**src/rtl/core/cbq_pkg.sv**
```systemverilog
// Shared types and constants of the cascaded biquad filter core.
`default_nettype none

package cbq_pkg;

   // Widths of the channel fields and of the datapath.
   localparam int SAMPLE_W   = 24;
   localparam int COEF_W     = 32;
   localparam int SIG_W      = 32;
   localparam int DLY_W      = 48;
   localparam int LEVEL_W    = 18;
   localparam int PROD_W     = 64;
   localparam int RND29_W    = 35;
   localparam int RND12_W    = 52;
   localparam int CSR_IDX_W  = 2;
   localparam int CSR_DATA_W = 18;

   localparam int COEFS_PER_SECTION = 5;

   // Request modes.
   localparam logic MODE_SAMPLE = 1'b0;
   localparam logic MODE_COEF   = 1'b1;

   // Coefficient slots within one section.
   localparam logic [2:0] COEF_B0 = 3'd0;
   localparam logic [2:0] COEF_B1 = 3'd1;
   localparam logic [2:0] COEF_B2 = 3'd2;
   localparam logic [2:0] COEF_A1 = 3'd3;
   localparam logic [2:0] COEF_A2 = 3'd4;

   // Configuration register indexes.
   localparam logic [CSR_IDX_W-1:0] CSR_ACTIVE_SECTIONS = 2'd0;
   localparam logic [CSR_IDX_W-1:0] CSR_INPUT_LEVEL     = 2'd1;
   localparam logic [CSR_IDX_W-1:0] CSR_BYPASS          = 2'd2;

   typedef enum logic [2:0] {
      ST_CLEAR,
      ST_IDLE,
      ST_SCALE,
      ST_SCALE_ACC,
      ST_SECTION,
      ST_FINISH
   } state_type;

   // Steps of one section. The step code doubles as the coefficient slot
   // fetched in that step for the first five steps.
   typedef enum logic [2:0] {
      STEP_FETCH,
      STEP_MUL_B0,
      STEP_Y,
      STEP_T1,
      STEP_T2,
      STEP_D1,
      STEP_WRITE
   } step_type;

endpackage

`default_nettype wire

```
**src/rtl/core/cbq_mul.sv**
```systemverilog
// Shared registered 32x32 signed multiplier with the two rounding taps.
`default_nettype none

module cbq_mul
   import cbq_pkg::*;
(
   input  wire logic                      clock,
   input  wire logic signed [SIG_W-1:0]   op_a,
   input  wire logic signed [SIG_W-1:0]   op_b,
   output logic signed [RND29_W-1:0]      rnd29,
   output logic signed [RND12_W-1:0]      rnd12
);

   logic signed [PROD_W-1:0] prod_ff;
   logic signed [PROD_W-1:0] prod_in;
   logic signed [PROD_W-1:0] sum29;
   logic signed [PROD_W-1:0] sum12;

   assign prod_in = PROD_W'(op_a) * PROD_W'(op_b);

   always_ff @(posedge clock) begin
      prod_ff <= prod_in;
   end

   // Round to nearest with ties upward, then take the upper bits as a floor shift.
   assign sum29 = prod_ff + (PROD_W'(1) <<< 28);
   assign sum12 = prod_ff + (PROD_W'(1) <<< 11);
   assign rnd29 = sum29[PROD_W-1:29];
   assign rnd12 = sum12[PROD_W-1:12];

endmodule

`default_nettype wire

```
**config.mk**
```make
export PLATFORM = sky130hd
export DESIGN_NAME = cbq_mul
export DESIGN_NICKNAME = d
export VERILOG_FILES = /design/src/rtl/core/cbq_pkg.sv /design/src/rtl/core/cbq_mul.sv
export SDC_FILE = /design/constraint.sdc
export NUM_CORES = 2
export LEC_CHECK = 0
export ABC_CLOCK_PERIOD_IN_PS = 11300
export BUFFER_PORTS_ARGS = -buffer_cell sky130_fd_sc_hd__buf_2
export CORE_UTILIZATION = 50
export CTS_CLUSTER_SIZE = 10
export DETAILED_ROUTE_END_ITERATION = 10
export GPL_ROUTABILITY_DRIVEN = 1
export PLACE_DENSITY = 0.65
export SYNTH_ARGS = -nofsm -noshare
export SYNTH_HDL_FRONTEND = slang
export SYNTH_SLANG_ARGS = --single-unit
```
**constraint.sdc**
```tcl
create_clock -name clock -period 11.3 [get_ports clock]
set_input_delay 1.13 -clock clock [delete_from_list [all_inputs] [get_ports clock]]
set_output_delay 1.13 -clock clock [all_outputs]
set_load 0.02 [all_outputs]
```
==> key figures <==
Run status
  • Outcome: finished, final reports clean

Worst hold path
  • Hold depth: 2
  • Worst min path class: reg2out

Global routing
  • Largest net degree at the start of global routing: 34
  • Number of global-route vias before repair: 30500
  • GRT overflow: 0
  • Initial antenna violation count: 4
  • First-pass GRT wire length: 165000 µm
  • GRT Util Overall: 27.6%

Place
  • Post-DP HPWL: 81100 µm
  • Routability cong.: 0.905
  • Dpl ws: 1930 ps
  • Port bufs: 151

STA
  • Hold_ws: 1990 ps
  • RSZ-0062 raised after global routing: no
  • Final hold vios: 0
  • Setup TNS: 0 ps
  • Max Freq: 110 MHz
  • Pins over their slew limit: 0
  • Period utilization: 80.6%
  • Max-slew headroom: 37.3%
  • Final setup vio count: 0
  • Setup WS post-layout: 2200 ps
  • Min cycle time layout: 9100 ps
  • Worst-margin pin slew: 940 ps

Clock tree
  • Post-cts repair resize count: 0
  • CTS H-tree depth: 2
  • CTS tree: yes
  • Clock-pin slew on the worst setup and hold paths: 70 ps
  • CTS Hold Bufs: 0
  • Clock buffer depth: 2
  • CTS buffer count: 5
  • Setup Fix Bufs, Post-CTS: 0
  • Root buffer cell: clkbuf_16
  • Sink Count: 53

Routing
  • DRT Pass-1 Iters: 5
  • Vias/cell: 5.31
  • Drt total wl: 99200 µm
  • Initial DRC Count: 1496
  • Post-DR wirelength/cell: 19.7 µm
  • # DRC: 0
  • Vias: 26800
  • Antenna Violating Nets Remaining: 0

Cells and area
  • Max FFs per register: 53
  • Layout cells sized above 1: 4.72%
  • Layout area overhead: 3.82%
  • Post-layout util: 52.4%
  • Top Registers: prod_ff: 53 flops
  • Fillcell total: 7020
  • Layout Nets: 5392
  • Area of the multi-input gates: 32700 µm²
  • Register with the most flip-flops: prod_ff
  • Register area: 1060 µm²

Die
  • Die Area: 77600 µm²
  • Starting density of the core: 50.4%
  • Die extent in y: 279 µm
  • Standard-cell rows: 101
  • Ports: 152
  • Core Region: 75800 µm²
  • Die width: 279 µm

Synthesis
  • Yosys reg bits: 53
  • Unique cell type count in the Yosys netlist: 65
  • Synthesis Warnings: 0
  • Syn nets: 5428
  • Synthesized instance count: 4100
  • Async set-or-reset flop fraction in the synthesized netlist: 0%
  • EDFF count, synth: 0
  • Predominant post-synthesis flop cell: dfxtp_1
  • Post-Syn Area per Cell: 9.33 µm²
  • Register area share after synthesis: 2.77%
  • Syn Std Cell Area: 38200 µm²

Setup path
  • Req. time, crit path: 11530 ps
  • CP bufs+invs: 9
  • Crit-path max FO: 32
  • Crit path kind: in2reg
  • Critical path's top delay family: adder cells
  • Crit end category: flip-flop
  • Setup crit start kind: primary input
  • CP peak stage delay: 840 ps
  • Critical path depth: 27
  • Critical path's slowest cell: fa_1
  • Critical path arrival: 9330 ps

Job
  • MaxCap Viol Count: 0
synth_stat cells, types with 4 or more instances:
master / instances / area share, %
nand4_1: 17 / 0.28
and3_1: 11 / 0.18
fa_1: 1081 / 57
inv_1: 981 / 9.6
a211oi_1: 7 / 0.14
nor2b_1: 31 / 0.51
nand2_1: 571 / 5.6
a21oi_1: 58 / 0.76
xor2_1: 59 / 1.4
or2_2: 4 / 0.065
nand3_1: 30 / 0.39
o221ai_1: 4 / 0.092
nor2_1: 71 / 0.70
xnor2_1: 92 / 2.1
o21bai_1: 9 / 0.18
dfxtp_1: 53 / 2.8
clkbuf_1: 203 / 2.0
a31oi_1: 5 / 0.082
o21ai_0: 36 / 0.47
and2_1: 502 / 8.2
nor3_1: 10 / 0.13
a21o_1: 14 / 0.27
ha_1: 182 / 6.0
nand2b_1: 11 / 0.18
metrics by stage:
stage          instances  cell area (µm²)
2_1_floorplan       4100            38200
3_3_place_gp        5035            39500
3_5_place_dp        5035            39500
4_1_cts             5042            39700
5_1_grt             5043            39700
6_report            5043            39700
tightest hold or removal path, stage by stage (launching register included):
cell	delay (ps)
dfxtp_1	340
xor2_1	70
buf_2	150
final timing paths:
kind / endpoint / from
setup / recovery: prod_ff[61] / op_b[5]
hold / removal: rnd12[9] / prod_ff[21]
cells in the final DEF (no fill, tap or decap), drive strengths merged, types with 40 or more instances in the layout:
cell type,synthesis,final
xnor2,92,92
buf,2,163
o21ai,40,40
nand2,571,571
fa,1081,1081
dfxtp,53,53
inv,981,982
nor2,71,71
xor2,59,59
and2,503,503
ha,182,182
a21oi,59,59
metal layers:
metal / GRT usage [%] / up-vias / wire (µm)
met3: 2.61 / 216 / 4570
met2: 49.9 / 787 / 51500
met1: 32.9 / 14200 / 37100
met5: 0 / - / 26
li1: - / 11600 / -
met4: 13.4 / 4 / 6030
cell type report:
type                            count  area share (%)
Multi-Input combinational cell   2860            82.4
Inverter                          981            9.27
Tap cell                          978            3.08
Sequential cell                    53            2.67
Timing Repair Buffer              163            2.13
Clock buffer                        5           0.315
Clock inverter                      2          0.0977
Antenna cell                        1         0.00630
logic make-up after synthesis:
| group | synth area share, % |
|---|---|
| AND/OR/NAND/NOR | 16.7 |
| adder cells (fa/ha/maj) | 62.5 |
| buffers and inverters | 11.7 |
| AO/OA/AOI/OAI | 2.82 |
| XOR/XNOR | 3.46 |
| flip-flops | 2.77 |
| multiplexers | 0.0294 |
Power is not shown: default switching activity piles up to over one toggle a cycle in this logic, so the estimate is an artifact.
